### src/hw/rtl/dq_pkg.sv
`timescale 1ns / 1ps
// dq_pkg: field widths, opcode and status codes, control and status structs
// shared by the deque controller, datapath and channel interfaces
// no dependencies
package dq_pkg;

	localparam int OPCODE_W   = 3;
	localparam int DATA_IN_W  = 32;
	localparam int DATA_OUT_W = 32;
	localparam int STATUS_W   = 2;
	localparam int COUNT_W    = 6;

	typedef enum logic [OPCODE_W-1:0] {
		OP_PUSH_FRONT = 3'd0,
		OP_PUSH_BACK  = 3'd1,
		OP_POP_FRONT  = 3'd2,
		OP_POP_BACK   = 3'd3,
		OP_DUMP_FWD   = 3'd4,
		OP_DUMP_BWD   = 3'd5
	} dq_op_t;

	typedef enum logic [STATUS_W-1:0] {
		RES_OK    = 2'd0,
		RES_EMPTY = 2'd1,
		RES_FULL  = 2'd2
	} dq_status_t;

	// controller to datapath
	typedef struct packed {
		logic       take;      // capture the incoming item
		logic       push;      // store data and move the pointers
		logic       read;      // issue a ring read, pops also move the pointers
		logic       load;      // load the result register
		logic       from_ram;  // result data from the ring read port
		logic       last;
		dq_status_t status;
	} dq_ctl_t;

	// datapath to controller
	typedef struct packed {
		logic is_push;
		logic is_pop;
		logic is_dump;
		logic empty;
		logic full;
		logic dump_done;
	} dq_sts_t;

endpackage

### src/hw/rtl/dq_if.sv
`timescale 1ns / 1ps
// dq_if: valid/ready channel interfaces for deque commands and results
// depends on dq_pkg
interface dq_cmd_if;
	import dq_pkg::*;

	logic                        valid;
	logic                        ready;
	logic [OPCODE_W-1:0]         opcode;
	logic signed [DATA_IN_W-1:0] data_in;

	modport source (output valid, opcode, data_in, input ready);
	modport sink (input valid, opcode, data_in, output ready);
endinterface

interface dq_res_if;
	import dq_pkg::*;

	logic                         valid;
	logic                         ready;
	logic [STATUS_W-1:0]          status;
	logic signed [DATA_OUT_W-1:0] data_out;
	logic [COUNT_W-1:0]           element_count;
	logic                         last;

	modport source (output valid, status, data_out, element_count, last, input ready);
	modport sink (input valid, status, data_out, element_count, last, output ready);
endinterface

### src/hw/rtl/dq_ram.sv
`timescale 1ns / 1ps
// dq_ram: generic single write port, single read port ram with registered read
// no dependencies
module dq_ram #(
	parameter int WIDTH = 32,
	parameter int DEPTH = 32
) (
	input  logic                     clk,
	input  logic                     wr_en,
	input  logic [$clog2(DEPTH)-1:0] wr_addr,
	input  logic [WIDTH-1:0]         wr_data,
	input  logic                     rd_en,
	input  logic [$clog2(DEPTH)-1:0] rd_addr,
	output logic [WIDTH-1:0]         rd_data
);
	logic [WIDTH-1:0] mem_q [DEPTH];
	logic [WIDTH-1:0] rd_data_q;

	always_ff @(posedge clk) begin
		if (wr_en) begin
			mem_q[wr_addr] <= wr_data;
		end
		if (rd_en) begin
			rd_data_q <= mem_q[rd_addr];
		end
	end

	assign rd_data = rd_data_q;
endmodule

### src/hw/rtl/dq_dp.sv
`timescale 1ns / 1ps
// dq_dp: deque datapath, ring pointers, ring ram, dump counter, result register
// depends on dq_pkg and dq_ram
module dq_dp #(
	parameter int DEPTH      = 32,
	parameter int DATA_WIDTH = 32
) (
	input  logic                                 clk,
	input  logic                                 arst_n,
	input  dq_pkg::dq_ctl_t                      ctl,
	output dq_pkg::dq_sts_t                      sts,
	input  logic [dq_pkg::OPCODE_W-1:0]          in_opcode,
	input  logic signed [dq_pkg::DATA_IN_W-1:0]  in_data,
	output logic [dq_pkg::STATUS_W-1:0]          res_status,
	output logic signed [dq_pkg::DATA_OUT_W-1:0] res_data,
	output logic [dq_pkg::COUNT_W-1:0]           res_count,
	output logic                                 res_last
);
	import dq_pkg::*;

	localparam int IW = $clog2(DEPTH);
	localparam int CW = $clog2(DEPTH + 1);
	localparam int SW = IW + 1;

	logic [OPCODE_W-1:0]   op_q;
	logic [DATA_WIDTH-1:0] data_q;
	logic [IW-1:0]         head_q;
	logic [CW-1:0]         occ_q;
	logic [CW-1:0]         cnt_q;

	logic [STATUS_W-1:0]   status_q;
	logic [DATA_OUT_W-1:0] data_out_q;
	logic [COUNT_W-1:0]    count_q;
	logic                  last_q;

	logic [IW-1:0]         head_dec;
	logic [IW-1:0]         head_inc;
	logic [IW-1:0]         wr_addr;
	logic [IW-1:0]         rd_addr;
	logic [CW-1:0]         occ_m1;
	logic [CW-1:0]         rd_off;
	logic [CW-1:0]         res_occ;
	logic [DATA_WIDTH-1:0] rd_data;

	logic [DATA_IN_W+DATA_WIDTH-1:0]  in_ext;
	logic [DATA_OUT_W+DATA_WIDTH-1:0] out_ext;
	logic [COUNT_W+CW-1:0]            count_ext;

	// head plus offset, wrapped into the ring
	function automatic logic [IW-1:0] ring_slot(input logic [IW-1:0] base,
		input logic [CW-1:0] off);
		logic [SW-1:0] sum;
		sum = SW'(base) + SW'(off);
		if (sum >= SW'(DEPTH)) begin
			sum = sum - SW'(DEPTH);
		end
		return sum[IW-1:0];
	endfunction

	assign in_ext = {{DATA_WIDTH{1'b0}}, $unsigned(in_data)};

	always_comb begin
		sts.is_push   = (op_q == OP_PUSH_FRONT) || (op_q == OP_PUSH_BACK);
		sts.is_pop    = (op_q == OP_POP_FRONT) || (op_q == OP_POP_BACK);
		sts.is_dump   = (op_q == OP_DUMP_FWD) || (op_q == OP_DUMP_BWD);
		sts.empty     = (occ_q == '0);
		sts.full      = (occ_q == CW'(DEPTH));
		sts.dump_done = (cnt_q == occ_q);
	end

	assign head_dec = (head_q == '0) ? IW'(DEPTH - 1) : head_q - 1'b1;
	assign head_inc = ring_slot(head_q, CW'(1));
	assign occ_m1   = occ_q - 1'b1;
	assign wr_addr  = (op_q == OP_PUSH_FRONT) ? head_dec : ring_slot(head_q, occ_q);

	always_comb begin
		case (op_q)
			OP_POP_FRONT: rd_off = '0;
			OP_POP_BACK:  rd_off = occ_m1;
			OP_DUMP_FWD:  rd_off = cnt_q;
			OP_DUMP_BWD:  rd_off = occ_m1 - cnt_q;
			default:      rd_off = '0;
		endcase
	end

	assign rd_addr = ring_slot(head_q, rd_off);

	dq_ram #(
		.WIDTH (DATA_WIDTH),
		.DEPTH (DEPTH)
	) u_ring (
		.clk     (clk),
		.wr_en   (ctl.push),
		.wr_addr (wr_addr),
		.wr_data (data_q),
		.rd_en   (ctl.read),
		.rd_addr (rd_addr),
		.rd_data (rd_data)
	);

	// captured item, no reset
	always_ff @(posedge clk) begin
		if (ctl.take) begin
			op_q   <= in_opcode;
			data_q <= in_ext[DATA_WIDTH-1:0];
		end
	end

	always_ff @(posedge clk or negedge arst_n) begin
		if (!arst_n) begin
			head_q <= '0;
			occ_q  <= '0;
			cnt_q  <= '0;
		end else begin
			if (ctl.take) begin
				cnt_q <= '0;
			end
			if (ctl.push) begin
				occ_q <= occ_q + 1'b1;
				if (op_q == OP_PUSH_FRONT) begin
					head_q <= head_dec;
				end
			end
			if (ctl.read) begin
				cnt_q <= cnt_q + 1'b1;
				if (op_q == OP_POP_FRONT) begin
					head_q <= head_inc;
					occ_q  <= occ_m1;
				end else if (op_q == OP_POP_BACK) begin
					occ_q <= occ_m1;
				end
			end
		end
	end

	assign res_occ   = ctl.push ? occ_q + 1'b1 : occ_q;
	assign out_ext   = {{DATA_OUT_W{1'b0}}, rd_data};
	assign count_ext = {{COUNT_W{1'b0}}, res_occ};

	// result register, no reset
	always_ff @(posedge clk) begin
		if (ctl.load) begin
			status_q   <= ctl.status;
			data_out_q <= ctl.from_ram ? out_ext[DATA_OUT_W-1:0] : '0;
			count_q    <= count_ext[COUNT_W-1:0];
			last_q     <= ctl.last;
		end
	end

	assign res_status = status_q;
	assign res_data   = $signed(data_out_q);
	assign res_count  = count_q;
	assign res_last   = last_q;
endmodule

### src/hw/rtl/dq_ctrl.sv
`timescale 1ns / 1ps
// dq_ctrl: deque controller, sequences pushes, pops and dumps
// depends on dq_pkg
module dq_ctrl (
	input  logic            clk,
	input  logic            arst_n,
	input  logic            cmd_valid,
	output logic            cmd_ready,
	output logic            res_valid,
	input  logic            res_ready,
	input  dq_pkg::dq_sts_t sts,
	output dq_pkg::dq_ctl_t ctl
);
	import dq_pkg::*;

	typedef enum logic [1:0] {
		S_IDLE,
		S_EXEC,
		S_READ
	} state_t;

	state_t state_q;
	state_t state_nxt;
	logic   res_valid_q;
	logic   res_valid_nxt;
	logic   out_free;

	assign out_free  = !res_valid_q || res_ready;
	assign cmd_ready = (state_q == S_IDLE);
	assign res_valid = res_valid_q;

	always_comb begin
		ctl       = '0;
		ctl.status = RES_OK;
		state_nxt = state_q;
		case (state_q)
			S_IDLE: begin
				ctl.take = cmd_valid;
				if (cmd_valid) begin
					state_nxt = S_EXEC;
				end
			end
			S_EXEC: begin
				if (sts.is_push) begin
					if (out_free) begin
						ctl.load   = 1'b1;
						ctl.last   = 1'b1;
						ctl.push   = !sts.full;
						ctl.status = sts.full ? RES_FULL : RES_OK;
						state_nxt  = S_IDLE;
					end
				end else if (sts.is_pop || sts.is_dump) begin
					if (sts.empty) begin
						if (out_free) begin
							ctl.load   = 1'b1;
							ctl.last   = 1'b1;
							ctl.status = RES_EMPTY;
							state_nxt  = S_IDLE;
						end
					end else begin
						ctl.read  = 1'b1;
						state_nxt = S_READ;
					end
				end else begin
					state_nxt = S_IDLE;
				end
			end
			S_READ: begin
				if (out_free) begin
					ctl.load     = 1'b1;
					ctl.from_ram = 1'b1;
					ctl.last     = sts.is_pop || sts.dump_done;
					if (sts.is_pop || sts.dump_done) begin
						state_nxt = S_IDLE;
					end else begin
						ctl.read = 1'b1;
					end
				end
			end
			default: begin
				state_nxt = S_IDLE;
			end
		endcase
	end

	always_comb begin
		if (ctl.load) begin
			res_valid_nxt = 1'b1;
		end else if (res_ready) begin
			res_valid_nxt = 1'b0;
		end else begin
			res_valid_nxt = res_valid_q;
		end
	end

	always_ff @(posedge clk or negedge arst_n) begin
		if (!arst_n) begin
			state_q     <= S_IDLE;
			res_valid_q <= 1'b0;
		end else begin
			state_q     <= state_nxt;
			res_valid_q <= res_valid_nxt;
		end
	end
endmodule

### src/hw/rtl/double_ended_queue.sv
`timescale 1ns / 1ps
// double_ended_queue: bounded deque of signed values kept in a ring ram
// usage:
//   cmd carries opcode and data_in; a transfer happens when valid and ready are high
//   res carries status, data_out, element_count and last, one transfer per result
//   push front/back, pop front/back give one result each; a dump gives one result
//   per held element (last on the final one), or a single empty result
// sequencing:
//   push or refused/empty op: result loaded in S_EXEC once the output register is free
//   pop: ring read issued in S_EXEC, result loaded from the registered read in S_READ
//   dump of n elements: first result loaded in S_READ, then one per cycle
//   while the output register is free; cmd ready is high only while the
//   controller is idle, so a new cmd is taken once the previous one is done
//   an unknown opcode is taken and dropped without a result
// reset: arst_n clears the pointers, occupancy and the result valid; ring contents
//   are left as they are and are never read before written
// back-pressure: a result waits in the output register while res ready is low;
//   the next cmd can still be taken and is held until the register frees up
module double_ended_queue #(
	parameter int DEPTH      = 32,
	parameter int DATA_WIDTH = 32
) (
	input  logic     clk,
	input  logic     arst_n,
	dq_cmd_if.sink   cmd,
	dq_res_if.source res
);
	import dq_pkg::*;

	// command and status between controller and datapath
	dq_ctl_t ctl;
	dq_sts_t sts;

	// controller: sequencing and result valid
	dq_ctrl u_ctrl (
		.clk       (clk),
		.arst_n    (arst_n),
		.cmd_valid (cmd.valid),
		.cmd_ready (cmd.ready),
		.res_valid (res.valid),
		.res_ready (res.ready),
		.sts       (sts),
		.ctl       (ctl)
	);

	// datapath: ring ram, head and occupancy, result payload
	dq_dp #(
		.DEPTH      (DEPTH),
		.DATA_WIDTH (DATA_WIDTH)
	) u_dp (
		.clk        (clk),
		.arst_n     (arst_n),
		.ctl        (ctl),
		.sts        (sts),
		.in_opcode  (cmd.opcode),
		.in_data    (cmd.data_in),
		.res_status (res.status),
		.res_data   (res.data_out),
		.res_count  (res.element_count),
		.res_last   (res.last)
	);
endmodule

### src/flat_wrapper.sv
// flat-port wrapper written by rule: the top's interface ports become plain ports
module double_ended_queue_flat import dq_pkg::*;
#(
	parameter int DEPTH      = 32,
	parameter int DATA_WIDTH = 32
)
  (clk, arst_n, cmd_valid, cmd_opcode, cmd_data_in, cmd_ready, res_valid, res_status, res_data_out, res_element_count, res_last, res_ready);
  dq_cmd_if cmd_i ();
  dq_res_if res_i ();
  input  logic clk;
  input  logic arst_n;
  input wire logic [$bits(cmd_i.valid)-1:0] cmd_valid;
  input wire logic [$bits(cmd_i.opcode)-1:0] cmd_opcode;
  input wire logic [$bits(cmd_i.data_in)-1:0] cmd_data_in;
  output wire logic [$bits(cmd_i.ready)-1:0] cmd_ready;
  output wire logic [$bits(res_i.valid)-1:0] res_valid;
  output wire logic [$bits(res_i.status)-1:0] res_status;
  output wire logic [$bits(res_i.data_out)-1:0] res_data_out;
  output wire logic [$bits(res_i.element_count)-1:0] res_element_count;
  output wire logic [$bits(res_i.last)-1:0] res_last;
  input wire logic [$bits(res_i.ready)-1:0] res_ready;
  assign cmd_i.valid = cmd_valid;
  assign cmd_i.opcode = cmd_opcode;
  assign cmd_i.data_in = cmd_data_in;
  assign cmd_ready = cmd_i.ready;
  assign res_valid = res_i.valid;
  assign res_status = res_i.status;
  assign res_data_out = res_i.data_out;
  assign res_element_count = res_i.element_count;
  assign res_last = res_i.last;
  assign res_i.ready = res_ready;
  double_ended_queue #(.DEPTH(DEPTH), .DATA_WIDTH(DATA_WIDTH)) u_core (.clk(clk), .arst_n(arst_n), .cmd(cmd_i), .res(res_i));
endmodule
### config.mk
export PLATFORM = sky130hd
export DESIGN_NAME = double_ended_queue_flat
export DESIGN_NICKNAME = d
export VERILOG_FILES = /design/src/hw/rtl/dq_pkg.sv /design/src/hw/rtl/dq_if.sv /design/src/hw/rtl/dq_ram.sv /design/src/hw/rtl/dq_dp.sv /design/src/hw/rtl/dq_ctrl.sv /design/src/hw/rtl/double_ended_queue.sv /design/src/flat_wrapper.sv
export SDC_FILE = /design/constraint.sdc
export NUM_CORES = 1
export LEC_CHECK = 0
export BUFFER_PORTS_ARGS = -buffer_cell sky130_fd_sc_hd__buf_2
export CAP_MARGIN = 15
export CORE_MARGIN = 2
export CORE_UTILIZATION = 25
export CTS_BUF_LIST = sky130_fd_sc_hd__clkbuf_4 sky130_fd_sc_hd__clkbuf_8 sky130_fd_sc_hd__clkbuf_16
export CTS_CLUSTER_DIAMETER = 80
export DETAILED_ROUTE_END_ITERATION = 6
export PLACE_DENSITY = 0.5
export SLEW_MARGIN = 40
export SYNTH_ARGS = -nofsm -noshare
export SYNTH_HDL_FRONTEND = slang
export SYNTH_SLANG_ARGS = --single-unit
### constraint.sdc
create_clock -name clk -period 9.02 [get_ports clk]
set_clock_uncertainty 0.15 [all_clocks]
set_input_delay 1.804 -clock clk [delete_from_list [all_inputs] [get_ports clk]]
set_output_delay 1.804 -clock clk [all_outputs]
set_load 0.01 [all_outputs]
## Word-level counts from Yosys, hierarchy flattened

Memory sizes are Yosys's and may differ from the RTL's. A register that Yosys moved wholly into a read port is not among the register bits.
Cells that the tools add are included.

| operators by class | value |
|---|---|
| equal/unequal tests | 12 |
| reductions and logical operators | 15 |
| add/subtract/negate cells | 11 |
| magnitude comparators | 3 |
| muxes and demuxes | 49 |

Operator list:

| operator | count |
|---|---|
| 2-to-1 mux 5 bit | 9 |
| 2-to-1 mux 6 bit | 6 |
| subtractor 5 x 1 -> 5 bit, second input constant | 4 |
| >= comparator 6 bit, second input constant | 3 |
| 2-to-1 mux 2 bit | 9 |
| one-hot mux 6 bit (3 select lines) | 1 |
| 2-to-1 mux 1 bit | 15 |
| 2-to-1 mux 3 bit | 5 |
| adder 5 x 6 -> 6 bit | 2 |
| adder 6 x 1 -> 6 bit, second input constant | 2 |
| adder 5 x 1 -> 6 bit, second input constant | 1 |
| == test 3 x 2 -> 1 bit, second input constant | 2 |
| == test 3 bit, second input constant | 2 |
| == test 6 bit | 1 |
| == test 6 bit, second input constant | 1 |
| logical NOT 6 bit | 1 |
| logical OR 1 bit | 6 |
| inequality test 2 bit, second input constant | 3 |
| one-hot mux 2 bit (3 select lines) | 1 |
| subtractor 6 x 1 -> 6 bit, second input constant | 1 |
| subtractor 6 bit | 1 |
| logical NOT 5 bit | 1 |
| 2-to-1 mux 4 bit | 1 |
| one-hot mux 2 bit (2 select lines) | 1 |
| 9 further kinds | 11 |

| storage, ports and cells | value |
|---|---|
| memories | 1 |
| bits in registers | 96 |
| input port bits | 39 |
| logic and storage cells | 102 |
| output and inout port bits | 43 |
| bits in writable memories | 1024 |

Memories:

| name | words | width | read ports | clocked after Yosys merged registers in | wr ports | line | RTL |
|---|---|---|---|---|---|---|---|
| u_core.u_dp.u_ring.mem_q | 32 | 32 | 1 | 1 | 1 | dq_ram.sv:16 | `logic [WIDTH-1:0] mem_q [DEPTH];` |

## Longest topological paths before layout

Gate-level depths: netlist of the first run.

| logic depth | value |
|---|---|
| depth in word-level cells | 9 |
| gate-level depth with buffers | 15 |

## Hierarchy

Synthesis of the first run repeated with hierarchy kept, for this count alone.

| second synthesis, totals | value |
|---|---|
| cells, all modules | 2632 |
| area, all modules | 45477.4 sq um |

Modules (own cells, without submodules):

| module | times used | cells an instance | area each (sq um) | seq. area each (sq um) |
|---|---|---|---|---|
| dq_ram | 1 | 2260 | 40810.4 | 31710.4 |
| dq_dp | 1 | 330 | 4334.2 | 2707.6 |
| dq_ctrl | 1 | 42 | 332.8 | 75.1 |

## Worst setup path before layout of the first run

OpenSTA, ideal clock, no wires.

| path | value |
|---|---|
| kind | input to register |
| from | input res_ready |
| to | memory u_core.u_dp.u_ring.mem_q[15][0], enable pin |
| arrival time | 5053 ps |
| setup time | 461 ps |
| setup slack | 3356 ps |
| cell stages on the path | 6 |
| cells stage by stage | nand2b_1 clkbuf_1 o2111a_1 and2_1 nand2_1 nor3_1 |

| on the way | value |
|---|---|
| word-level cells in the longest chain between the ends | 6 |

Ends and longest elaborated chain:

| element | line | RTL |
|---|---|---|
| start: declaration | flat_wrapper.sv:21 | `input wire logic [$bits(res_i.ready)-1:0] res_ready;` |
| logical OR 1 bit | dq_ctrl.sv:28 | `assign out_free = !res_valid_q \|\| res_ready;` |
| 2-to-1 mux 1 bit | dq_ctrl.sv:45 | `if (out_free) begin` |
| 2-to-1 mux 1 bit | dq_ctrl.sv:44 | `if (sts.is_push) begin` |
| 2-to-1 mux 1 bit | dq_ctrl.sv:36 | `case (state_q)` |
| 2-to-1 mux 1 bit | dq_ram.sv:20 | `if (wr_en) begin` |
| 2-to-1 mux 1 bit (not written as such) | dq_ram.sv:21 | `mem_q[wr_addr] <= wr_data;` |
| end: declaration | dq_ram.sv:16 |  |

Every way passes these cells.

## Final worst setup path of the first run

| path | value |
|---|---|
| from | register u_core.u_dp.occ_q[0] |
| to | register u_core.u_dp.u_ring.rd_data_q[2], in the netlist u_core.u_dp.u_ring.rd_data[2], read port of u_core.u_dp.u_ring.mem_q, data pin |

| on the way | value |
|---|---|
| word-level cells in the longest chain between the ends | 6 |
| elaborated cells on any way between the ends | 16 |
| those cells by class | add/sub (4); order compare (1); eq/ne (1); mux (8); reduce/logical (2) |

Ends and longest elaborated chain:

| element | line | RTL |
|---|---|---|
| start: declaration | dq_dp.sv:28 | `logic [CW-1:0] occ_q;` |
| start signal: assignment | dq_dp.sv:119 | `occ_q <= occ_q + 1'b1;` |
| start signal: assignment | dq_dp.sv:128 | `occ_q <= occ_m1;` |
| start signal: assignment | dq_dp.sv:130 | `occ_q <= occ_m1;` |
| subtractor 6 x 1 -> 6 bit | dq_dp.sv:73 | `assign occ_m1 = occ_q - 1'b1;` |
| subtractor 6 bit | dq_dp.sv:81 | `OP_DUMP_BWD: rd_off = occ_m1 - cnt_q;` |
| one-hot mux 6 bit (3 select lines) | dq_dp.sv:77 | `case (op_q)` |
| adder 5 x 6 -> 6 bit | dq_dp.sv:53 | `sum = SW'(base) + SW'(off);` |
| subtractor 5 x 1 -> 5 bit or >= comparator 6 bit (tied branches) | dq_dp.sv:55, dq_dp.sv:54 |  |
| 2-to-1 mux 5 bit | dq_dp.sv:54 | `if (sum >= SW'(DEPTH)) begin` |
| end: declaration | dq_ram.sv:17 | `logic [WIDTH-1:0] rd_data_q;` |

Several ways; a longest one is shown, not always the timed one.
A chain may end at the register's enable or synchronous reset.

==> flow_summary.html, run 1 <==
<table>
<tr><th>Metric</th><th>Value</th></tr>
<tr><th colspan="2">Cells and area</th></tr>
<tr><td>Leading cell type in the layout, fill and taps excluded</td><td>sky130_fd_sc_hd__edfxtp_1</td></tr>
<tr><td>Finished Core Util</td><td>29.7%</td></tr>
<tr><td>Fraction of final layout cells with drive strength greater than 1</td><td>34.8%</td></tr>
<tr><td>Count of placed standard cells in the final layout, fillers left out</td><td>4,538</td></tr>
<tr><td>Top library cells by usage in the layout, fill and taps aside</td><td>sky130_fd_sc_hd__edfxtp_1 (1,132), sky130_fd_sc_hd__mux4_2 (320), sky130_fd_sc_hd__clkbuf_16 (119)</td></tr>
<tr><td>Area Overhead vs Synth</td><td>17.5%</td></tr>
<tr><td>Post-layout net count</td><td>2,155</td></tr>
<tr><th colspan="2">Place</th></tr>
<tr><td>Placed wire-length estimate after detailed placement</td><td>68,100 µm</td></tr>
<tr><td>Number of buffer cells added on primary ports</td><td>approximately 80</td></tr>
<tr><td>Routability congestion estimate</td><td>0.760</td></tr>
<tr><td>Post-placement cell count</td><td>between 4,000 and 5,000</td></tr>
<tr><th colspan="2">Routing</th></tr>
<tr><td>Count of nets left with antenna violations after detail routing</td><td>0</td></tr>
<tr><td>Drt pass-1 iters</td><td>5</td></tr>
<tr><td>Wirelength, routed</td><td>119,000 µm</td></tr>
<tr><td>WL per Instance</td><td>26.2 µm</td></tr>
<tr><td>Detailed Route Iter0 Violations</td><td>2,373</td></tr>
<tr><td>Number of vias in the routed layout</td><td>20,800</td></tr>
<tr><td>Vias/cell</td><td>about 4.6</td></tr>
<tr><td>DRC violations left</td><td>0</td></tr>
<tr><th colspan="2">Yosys</th></tr>
<tr><td>Total number of yosys warnings</td><td>0</td></tr>
<tr><td>Post-synthesis sequential area ratio</td><td>77.4%</td></tr>
<tr><td>Async set-reset flop share out of synthesis</td><td>1.74%</td></tr>
<tr><td>Area of the mapped netlist</td><td>44,500 µm²</td></tr>
<tr><td>Number of flops mapped to enable cells by yosys</td><td>about 1,100</td></tr>
<tr><td>Gate count of the mapped netlist</td><td>between 1,500 and 2,000</td></tr>
<tr><td>Post-synthesis average cell area</td><td>23.5 µm²</td></tr>
<tr><td>Synth Register Bits</td><td>1,152</td></tr>
<tr><td>Top flip-flop cell by instance count after synthesis</td><td>sky130_fd_sc_hd__edfxtp_1</td></tr>
<tr><td>Mapped Nets</td><td>1,961</td></tr>
<tr><td>Post-synth cell types</td><td>slightly below 60</td></tr>
<tr><th colspan="2">Setup path</th></tr>
<tr><td>Reg-to-Reg Start</td><td>u_core.u_dp.occ_q[0]$_DFF_PN0_</td></tr>
<tr><td>Data arrival, critical path</td><td>~6.5 ns</td></tr>
<tr><td>Largest driver fanout on the critical path</td><td>74</td></tr>
<tr><td>Path depth of the worst reg2reg path</td><td>12</td></tr>
<tr><td>Capturing element type of the critical path</td><td>flop</td></tr>
<tr><td>Category of the critical setup timing path</td><td>flop to flop</td></tr>
<tr><td>Endpoint of the most critical register-to-register path</td><td>u_core.u_dp.u_ring.rd_data[2]$_DFFE_PP_</td></tr>
<tr><td>Register-to-register path setup slack</td><td>2.84 ns</td></tr>
<tr><td>Required time at the worst-slack endpoint</td><td>9.34 ns</td></tr>
<tr><td>Critical path launch point type</td><td>flop</td></tr>
<tr><th colspan="2">Power and ir drop</th></tr>
<tr><td>Internal Power</td><td>0.0131 W</td></tr>
<tr><td>Sequential fraction of design power</td><td>34.2%</td></tr>
<tr><td>Post-route total power</td><td>between 0.02 and 0.025 W</td></tr>
<tr><td>Clock power frac</td><td>24.2%</td></tr>
<tr><td>Power density over cell area</td><td>383 nW/µm²</td></tr>
<tr><td>VDD IR-drop max</td><td>533 µV</td></tr>
<tr><td>Combinational group share of total power</td><td>a little over two fifths</td></tr>
<tr><td>Switch share</td><td>roughly a third</td></tr>
<tr><td>Switching power of the nets</td><td>a little under 0.007 W</td></tr>
<tr><td>Total leakage power</td><td>16.3 nW</td></tr>
<tr><th colspan="2">STA</th></tr>
<tr><td>RSZ-0062 raised after global routing</td><td>false</td></tr>
<tr><td>Max-slew violation count</td><td>0</td></tr>
<tr><td>Final Hold Vio Count</td><td>0</td></tr>
<tr><td>Pin slew with the least headroom to its limit</td><td>between 0.8 and 0.9 ns</td></tr>
<tr><td>Period utilization</td><td>68.5%</td></tr>
<tr><td>Number of failing setup endpoints in the final timing report</td><td>0</td></tr>
<tr><td>Crit path time final</td><td>6.18 ns</td></tr>
<tr><td>Maximum clock frequency</td><td>162 MHz</td></tr>
<tr><td>Accumulated negative setup slack</td><td>0 ns</td></tr>
<tr><td>Worst slew slack as a fraction of its limit</td><td>between 40 and 50%</td></tr>
<tr><th colspan="2">Clock network</th></tr>
<tr><td>Root Driver</td><td>sky130_fd_sc_hd__clkbuf_16</td></tr>
<tr><td>Post-CTS Setup Bufs</td><td>0</td></tr>
<tr><td>Total number of H-tree levels</td><td>3</td></tr>
<tr><td>Post-cts resize count</td><td>0</td></tr>
<tr><td>Clk buf depth</td><td>3</td></tr>
<tr><td>Clock-pin slew on the worst setup and hold paths</td><td>0.06 ns</td></tr>
<tr><td>Clock Sink Count</td><td>1,152</td></tr>
<tr><td>CTS hold repair buffers</td><td>0</td></tr>
<tr><td>Clk Latency, worst-skew pair</td><td>0.73 ns</td></tr>
<tr><td>Clock tree from TritonCTS</td><td>built</td></tr>
<tr><td>Clock buffer count from CTS</td><td>119</td></tr>
<tr><th colspan="2">Die</th></tr>
<tr><td>Die area</td><td>182,000 µm²</td></tr>
<tr><td>Number of top-level pins</td><td>82</td></tr>
<tr><td>Height of the chip</td><td>426 µm</td></tr>
<tr><td>Core Footprint</td><td>176,000 µm²</td></tr>
<tr><td>Horiz. Die Dim</td><td>426 µm</td></tr>
<tr><td>Number of cell rows</td><td>154</td></tr>
<tr><td>Effective utilization at floorplan</td><td>25.2%</td></tr>
<tr><th colspan="2">Worst hold path</th></tr>
<tr><td>Launch instance of the worst min-delay path</td><td>u_core.u_ctrl.state_q[1]$_DFFE_PN0P_</td></tr>
<tr><td>Worst min-delay path endpoint</td><td>u_core.u_ctrl.state_q[1]$_DFFE_PN0P_</td></tr>
<tr><td>Hold path depth</td><td>1</td></tr>
<tr><td>Path category of the worst min-delay check</td><td>flop to flop</td></tr>
<tr><th colspan="2">Run</th></tr>
<tr><td>Max-capacitance violation count</td><td>0</td></tr>
<tr><th colspan="2">GRT</th></tr>
<tr><td>Global-route wire length before repair</td><td>169,000 µm</td></tr>
<tr><td>GR Overflow Total</td><td>0</td></tr>
<tr><td>Pin count of the biggest net entering global routing</td><td>between 80 and 90</td></tr>
<tr><td>Number of antenna violations at the first check in global routing</td><td>14</td></tr>
<tr><td>Total global-route track usage</td><td>13.0%</td></tr>
<tr><td>Vias in the first global route</td><td>between 20,000 and 25,000</td></tr>
<tr><th colspan="2">Outcome</th></tr>
<tr><td>Outcome</td><td>finished, final reports clean</td></tr>
</table>
==> worst max path at each step <==
stage                                              start                                   endpoint  slack, ns
after floorplan                                res_ready  u_core.u_dp.u_ring.mem_q[15][0]$_DFFE_PP_       3.36
after global placement    u_core.u_dp.occ_q[0]$_DFF_PN0_    u_core.u_dp.u_ring.rd_data[2]$_DFFE_PP_       2.91
after detailed placement  u_core.u_dp.occ_q[0]$_DFF_PN0_    u_core.u_dp.u_ring.rd_data[2]$_DFFE_PP_       2.81
after CTS                 u_core.u_dp.occ_q[0]$_DFF_PN0_    u_core.u_dp.u_ring.rd_data[2]$_DFFE_PP_       2.79
after global routing      u_core.u_dp.occ_q[0]$_DFF_PN0_    u_core.u_dp.u_ring.rd_data[2]$_DFFE_PP_       2.67
final                     u_core.u_dp.occ_q[0]$_DFF_PN0_    u_core.u_dp.u_ring.rd_data[2]$_DFFE_PP_       2.84
==> cell families after synthesis <==
logic type | Yosys count | share of synthesized area [%]
buffers and inverters | 113 | 1.15
DFF | 1152 | 77.4
adders and majority gates | 25 | 0.747
and+or+nand+nor | 150 | 1.79
AOI/OAI and AO/OA | 64 | 0.992
xor gates and xnor gates | 35 | 0.722
muxes | 359 | 17.2
==> registers in the layout, summed over array words and instances (netlist names), 3 cells and up <==
register	count
u_core.u_dp.u_ring.mem_q	1024
u_core.u_dp.occ_q	6
u_core.u_dp.op_q	3
u_core.u_dp.data_q	32
u_core.u_dp.res_count	6
u_core.u_dp.cnt_q	6
u_core.u_dp.u_ring.rd_data	32
u_core.u_dp.res_data	32
u_core.u_dp.head_q	5
==> worst max-delay path, cell delays in order, from the launching register on <==
cell and delay, ns:
sky130_fd_sc_hd__dfrtp_1 0.55, sky130_fd_sc_hd__inv_1 0.23, sky130_fd_sc_hd__ha_1 0.40, sky130_fd_sc_hd__inv_1 0.10, sky130_fd_sc_hd__fa_1 0.49, sky130_fd_sc_hd__mux2i_1 0.07
sky130_fd_sc_hd__o22a_1 0.22, sky130_fd_sc_hd__fa_4 1.26, sky130_fd_sc_hd__buf_12 0.42, sky130_fd_sc_hd__buf_16 0.44, sky130_fd_sc_hd__mux4_2 0.44, sky130_fd_sc_hd__mux4_2 0.64
sky130_fd_sc_hd__mux2_2 0.32
==> through the flow <==
step / cell area, µm² / hold WS (ns) / setup WS, ns
final: 52400 / 0.413 / 2.84
after global routing: 52300 / 0.432 / 2.67
after CTS: 52300 / 0.401 / 2.79
after detailed placement: 48400 / 0.388 / 2.81
after global placement: 48300 / 0.359 / 2.91
after floorplan: 44500 / 0.341 / 3.36
==> synth_stat cells, types with 3 or more instances <==
master | n | area share (%)
sky130_fd_sc_hd__a211oi_1 | 3 | 0.051
sky130_fd_sc_hd__buf_2 | 37 | 0.42
sky130_fd_sc_hd__nand2_1 | 29 | 0.24
sky130_fd_sc_hd__mux2_2 | 35 | 0.88
sky130_fd_sc_hd__nor2_1 | 13 | 0.11
sky130_fd_sc_hd__nand2b_1 | 5 | 0.070
sky130_fd_sc_hd__buf_4 | 5 | 0.084
sky130_fd_sc_hd__a21oi_1 | 12 | 0.13
sky130_fd_sc_hd__nor3b_1 | 3 | 0.051
sky130_fd_sc_hd__mux4_2 | 320 | 16
sky130_fd_sc_hd__nand3_1 | 12 | 0.13
sky130_fd_sc_hd__mux2i_1 | 4 | 0.090
sky130_fd_sc_hd__buf_6 | 3 | 0.076
sky130_fd_sc_hd__xnor2_1 | 19 | 0.37
sky130_fd_sc_hd__edfxtp_1 | 1132 | 76
sky130_fd_sc_hd__a21o_1 | 9 | 0.15
sky130_fd_sc_hd__xor2_1 | 14 | 0.28
sky130_fd_sc_hd__o21ai_0 | 17 | 0.19
sky130_fd_sc_hd__fa_1 | 3 | 0.13
sky130_fd_sc_hd__inv_1 | 22 | 0.19
sky130_fd_sc_hd__buf_1 | 3 | 0.025
sky130_fd_sc_hd__nor3_1 | 37 | 0.42
sky130_fd_sc_hd__ha_1 | 21 | 0.59
sky130_fd_sc_hd__clkbuf_1 | 43 | 0.36
sky130_fd_sc_hd__dfrtp_1 | 20 | 1.1
sky130_fd_sc_hd__and3_1 | 37 | 0.52
==> routing by layer <==
layer	GRT usage, %	vias up	wire length, µm
met5	0	-	7
met4	3.32	2	2240
met3	1.87	146	6260
met2	21.2	628	57500
met1	18.2	11500	52800
li1	-	8517	-
==> cell type report <==
type / count / area [µm²]
clock buffers: 145 / 3170
well taps: 2340 / 2930
clock inverters: 78 / 691
multi-input cells: 633 / 9790
fillers: 17100 / 124000
inverters: 22 / 83.8
repair buffers: 164 / 1190
flip-flops and latches: 1152 / 34500
diodes: 4 / 10.0
==> power by group through the flow <==
| stage | logic, W | registers (W) | clock network, W |
|---|---|---|---|
| after floorplan | 0.00538 | 0.00696 | 0 |
| after global placement | 0.00831 | 0.00701 | 0 |
| after detailed placement | 0.00847 | 0.00698 | 0 |
| after CTS | 0.00850 | 0.00688 | 0.00499 |
| after global routing | 0.00884 | 0.00689 | 0.00518 |
| final | 0.00833 | 0.00686 | 0.00485 |
Note: power is estimated with default switching activity, not from simulation.
==> run 2: changes to the inputs <==
Settings changed: PLACE_DENSITY 0.5 to 0.51.
Clock period 9.02 ns to 4.95 ns, I/O delays scaled along.
==> flow_summary.html, run 2 (synthesis gave the netlist of run 1 again) <==
<table>
<tr><th>Metric</th><th>Value</th></tr>
<tr><th colspan="2">Power and ir drop</th></tr>
<tr><td>Sequential fraction of design power</td><td>35.3% (was 34.2%)</td></tr>
<tr><td>Switch share</td><td>31.3% (was 34.6%)</td></tr>
<tr><td>Post-route total power</td><td>0.0355 W (was 0.0200 W)</td></tr>
<tr><td>Power density over cell area</td><td>668 nW/µm² (was 383 nW/µm²)</td></tr>
<tr><td>Total leakage power</td><td>16.6 nW (was 16.3 nW)</td></tr>
<tr><td>Combinational group share of total power</td><td>39.5% (was 41.6%)</td></tr>
<tr><td>Internal Power</td><td>0.0244 W (was 0.0131 W)</td></tr>
<tr><td>Clock power frac</td><td>25.2% (was 24.2%)</td></tr>
<tr><td>Switching power of the nets</td><td>0.0111 W (was 0.00693 W)</td></tr>
<tr><td>VDD IR-drop max</td><td>912 µV (was 533 µV)</td></tr>
<tr><th colspan="2">GRT</th></tr>
<tr><td>Global-route wire length before repair</td><td>163,000 µm (was 169,000 µm)</td></tr>
<tr><td>GR Overflow Total</td><td>0 (unchanged)</td></tr>
<tr><td>Total global-route track usage</td><td>12.6% (was 13.0%)</td></tr>
<tr><td>Vias in the first global route</td><td>21,600 (was 21,700)</td></tr>
<tr><td>Pin count of the biggest net entering global routing</td><td>77 (was 85)</td></tr>
<tr><td>Number of antenna violations at the first check in global routing</td><td>4 (was 14)</td></tr>
<tr><th colspan="2">Setup path</th></tr>
<tr><td>Largest driver fanout on the critical path</td><td>48 (was 74)</td></tr>
<tr><td>Critical Path Slowest Stage Cell</td><td>sky130_fd_sc_hd__fa_4 (unchanged)</td></tr>
<tr><td>Capturing element type of the critical path</td><td>flop (unchanged)</td></tr>
<tr><td>Register-to-register path setup slack</td><td>0.38 ns (was 2.84 ns)</td></tr>
<tr><td>Category of the critical setup timing path</td><td>flop to flop (unchanged)</td></tr>
<tr><td>Reg-to-Reg Start</td><td>u_core.u_dp.occ_q[0]$_DFF_PN0_ (unchanged)</td></tr>
<tr><td>Max incr delay on CP</td><td>0.81 ns (was 1.26 ns)</td></tr>
<tr><td>Path depth of the worst reg2reg path</td><td>12 (unchanged)</td></tr>
<tr><td>Critical path launch point type</td><td>flop (unchanged)</td></tr>
<tr><td>Endpoint of the most critical register-to-register path</td><td>u_core.u_dp.u_ring.rd_data[28]$_DFFE_PP_ (was u_core.u_dp.u_ring.rd_data[2]$_DFFE_PP_)</td></tr>
<tr><td>Data arrival, critical path</td><td>4.88 ns (was 6.50 ns)</td></tr>
<tr><td>Worst path top cell family by delay</td><td>adder cells (unchanged)</td></tr>
<tr><td>Required time at the worst-slack endpoint</td><td>5.26 ns (was 9.34 ns)</td></tr>
<tr><td>Ordered list of cells on the worst path</td><td>inv_1, ha_1, inv_1, fa_1, mux2i_1, o22a_1, fa_4, buf_12, buf_12, mux4_2, mux4_2, mux2_2 (was inv_1, ha_1, inv_1, fa_1, mux2i_1, o22a_1, fa_4, buf_12, buf_16, mux4_2, mux4_2, mux2_2)</td></tr>
<tr><td>Worst path bufs/invs</td><td>4 (unchanged)</td></tr>
<tr><th colspan="2">Routing</th></tr>
<tr><td>Vias/cell</td><td>4.51 (was 4.57)</td></tr>
<tr><td>Detailed Route Iter0 Violations</td><td>1,802 (was 2,373)</td></tr>
<tr><td>Count of nets left with antenna violations after detail routing</td><td>0 (unchanged)</td></tr>
<tr><td>Wirelength, routed</td><td>116,000 µm (was 119,000 µm)</td></tr>
<tr><td>WL per Instance</td><td>25.2 µm (was 26.2 µm)</td></tr>
<tr><td>Drt pass-1 iters</td><td>5 (unchanged)</td></tr>
<tr><td>DRC violations left</td><td>0 (unchanged)</td></tr>
<tr><td>Number of vias in the routed layout</td><td>20,600 (was 20,800)</td></tr>
<tr><th colspan="2">Run</th></tr>
<tr><td>Max-capacitance violation count</td><td>0 (unchanged)</td></tr>
<tr><th colspan="2">Place</th></tr>
<tr><td>Number of buffer cells added on primary ports</td><td>81 (unchanged)</td></tr>
<tr><td>Placed wire-length estimate after detailed placement</td><td>61,900 µm (was 68,100 µm)</td></tr>
<tr><td>Post-place instance area</td><td>48,900 µm² (was 48,400 µm²)</td></tr>
<tr><td>Routability congestion estimate</td><td>0.747 (was 0.760)</td></tr>
<tr><th colspan="2">Clock network</th></tr>
<tr><td>Total number of H-tree levels</td><td>3 (unchanged)</td></tr>
<tr><td>Clock tree from TritonCTS</td><td>built (unchanged)</td></tr>
<tr><td>CTS hold repair buffers</td><td>0 (unchanged)</td></tr>
<tr><td>Clock buffer count from CTS</td><td>117 (was 119)</td></tr>
<tr><td>Root Driver</td><td>sky130_fd_sc_hd__clkbuf_16 (unchanged)</td></tr>
<tr><td>Clk buf depth</td><td>3 (unchanged)</td></tr>
<tr><td>Clock Sink Count</td><td>1,152 (unchanged)</td></tr>
<tr><td>Clk Latency, worst-skew pair</td><td>0.73 ns (about the same)</td></tr>
<tr><td>Clock-pin slew on the worst setup and hold paths</td><td>0.06 ns (about the same)</td></tr>
<tr><td>Post-CTS Setup Bufs</td><td>0 (unchanged)</td></tr>
<tr><td>Post-cts resize count</td><td>0 (unchanged)</td></tr>
<tr><th colspan="2">Die</th></tr>
<tr><td>Die area</td><td>182,000 µm² (unchanged)</td></tr>
<tr><td>Number of top-level pins</td><td>82 (unchanged)</td></tr>
<tr><td>Core Footprint</td><td>176,000 µm² (unchanged)</td></tr>
<tr><td>Number of cell rows</td><td>154 (unchanged)</td></tr>
<tr><td>Horiz. Die Dim</td><td>426 µm (unchanged)</td></tr>
<tr><td>Effective utilization at floorplan</td><td>25.2% (unchanged)</td></tr>
<tr><td>Height of the chip</td><td>426 µm (unchanged)</td></tr>
<tr><th colspan="2">STA</th></tr>
<tr><td>RSZ-0062 raised after global routing</td><td>false (unchanged)</td></tr>
<tr><td>Smallest hold slack</td><td>0.102 ns (was 0.413 ns)</td></tr>
<tr><td>Pin slew with the least headroom to its limit</td><td>0.781 ns (was 0.838 ns)</td></tr>
<tr><td>Accumulated negative setup slack</td><td>0 ns (unchanged)</td></tr>
<tr><td>Crit path time final</td><td>4.57 ns (was 6.18 ns)</td></tr>
<tr><td>Final Hold Vio Count</td><td>0 (unchanged)</td></tr>
<tr><td>Worst slew slack as a fraction of its limit</td><td>47.9% (was 44.2%)</td></tr>
<tr><td>Maximum clock frequency</td><td>219 MHz (was 162 MHz)</td></tr>
<tr><td>Number of failing setup endpoints in the final timing report</td><td>0 (unchanged)</td></tr>
<tr><td>Period utilization</td><td>92.3% (was 68.5%)</td></tr>
<tr><td>Max-slew violation count</td><td>0 (unchanged)</td></tr>
<tr><th colspan="2">Worst hold path</th></tr>
<tr><td>Path category of the worst min-delay check</td><td>input port to async pin (was flop to flop)</td></tr>
<tr><th colspan="2">Cells and area</th></tr>
<tr><td>Largest register by flop count</td><td>u_core.u_dp.u_ring.mem_q (unchanged)</td></tr>
<tr><td>Leading cell type in the layout, fill and taps excluded</td><td>sky130_fd_sc_hd__edfxtp_1 (unchanged)</td></tr>
<tr><td>Finished Core Util</td><td>30.1% (was 29.7%)</td></tr>
<tr><td>Fraction of final layout cells with drive strength greater than 1</td><td>36.2% (was 34.8%)</td></tr>
<tr><td>Fill cells</td><td>17,000 (was 17,100)</td></tr>
<tr><td>Number of inserted diodes</td><td>0 (was 4)</td></tr>
<tr><td>Area Overhead vs Synth</td><td>19.3% (was 17.5%)</td></tr>
<tr><td>Post-layout net count</td><td>2,200 (was 2,155)</td></tr>
<tr><td>Final cell area excluding filler cells</td><td>53,100 µm² (was 52,400 µm²)</td></tr>
<tr><td>Top library cells by usage in the layout, fill and taps aside</td><td>sky130_fd_sc_hd__edfxtp_1 (1,132), sky130_fd_sc_hd__mux4_2 (320), sky130_fd_sc_hd__clkbuf_16 (119) (unchanged)</td></tr>
<tr><td>Max reg flops</td><td>1,024 (unchanged)</td></tr>
<tr><th colspan="2">Outcome</th></tr>
<tr><td>Outcome</td><td>finished, final reports clean (unchanged)</td></tr>
</table>
==> run 2: cell count changes in the layout (fill, tap and decap cells not counted), sizes merged, moves of 3 or more <==
cell,change
buf,+47
bufinv,+3
clkinv,-11
clkinvlp,+7
diode,-4
inv,-4
==> run 2: per-stage QoR <==
step                setup slack (ns)  std cells
floorplan                    -0.0774       1898
global placement               0.350       4325
detailed placement             0.382       4331
CTS                            0.372       4548
global route                   0.309       4575
finish                         0.381       4575
==> run 2: layer usage <==
metal | vias up | track usage [%] | routed length [µm]
li1 | 8582 | - | -
met5 | - | 0 | 27
met4 | 4 | 3.42 | 2360
met1 | 11200 | 16.7 | 49400
met2 | 645 | 21.3 | 57800
met3 | 152 | 2.09 | 5990
==> run 2: final cells by class <==
cell class	count	area, µm²	area share, %
inverter	22	85.1	0.160
tap	2340	2930	5.51
clock inverter	73	779	1.47
timing repair buffer	211	1900	3.57
multi-input combinational	633	9780	18.4
clock buffer	144	3170	5.96
sequential	1152	34500	64.9
==> run 2: worst max-delay path by stage <==
stage	endpoint	depth (start not counted)	start	slack [ns]
2_1_floorplan	u_core.u_dp.u_ring.mem_q[18][0]$_DFFE_PP_	9	u_core.u_dp.head_q[0]$_DFF_PN0_	-0.08
3_3_place_gp	u_core.u_dp.u_ring.rd_data[6]$_DFFE_PP_	11	u_core.u_dp.occ_q[0]$_DFF_PN0_	0.35
3_5_place_dp	u_core.u_dp.u_ring.rd_data[4]$_DFFE_PP_	11	u_core.u_dp.occ_q[0]$_DFF_PN0_	0.38
4_1_cts	u_core.u_dp.u_ring.rd_data[28]$_DFFE_PP_	12	u_core.u_dp.occ_q[0]$_DFF_PN0_	0.37
5_1_grt	u_core.u_dp.u_ring.rd_data[25]$_DFFE_PP_	12	u_core.u_dp.occ_q[0]$_DFF_PN0_	0.31
6_report	u_core.u_dp.u_ring.rd_data[28]$_DFFE_PP_	12	u_core.u_dp.occ_q[0]$_DFF_PN0_	0.38
==> run 2: power groups by stage <==
stage / Combinational [W] / Clock [W] / Sequential (W)
6_report: 0.0140 / 0.00896 / 0.0125
3_5_place_dp: 0.0140 / 0 / 0.0130
2_1_floorplan: 0.00981 / 0 / 0.0127
4_1_cts: 0.0140 / 0.00918 / 0.0128
3_3_place_gp: 0.0138 / 0 / 0.0130
5_1_grt: 0.0151 / 0.00954 / 0.0126
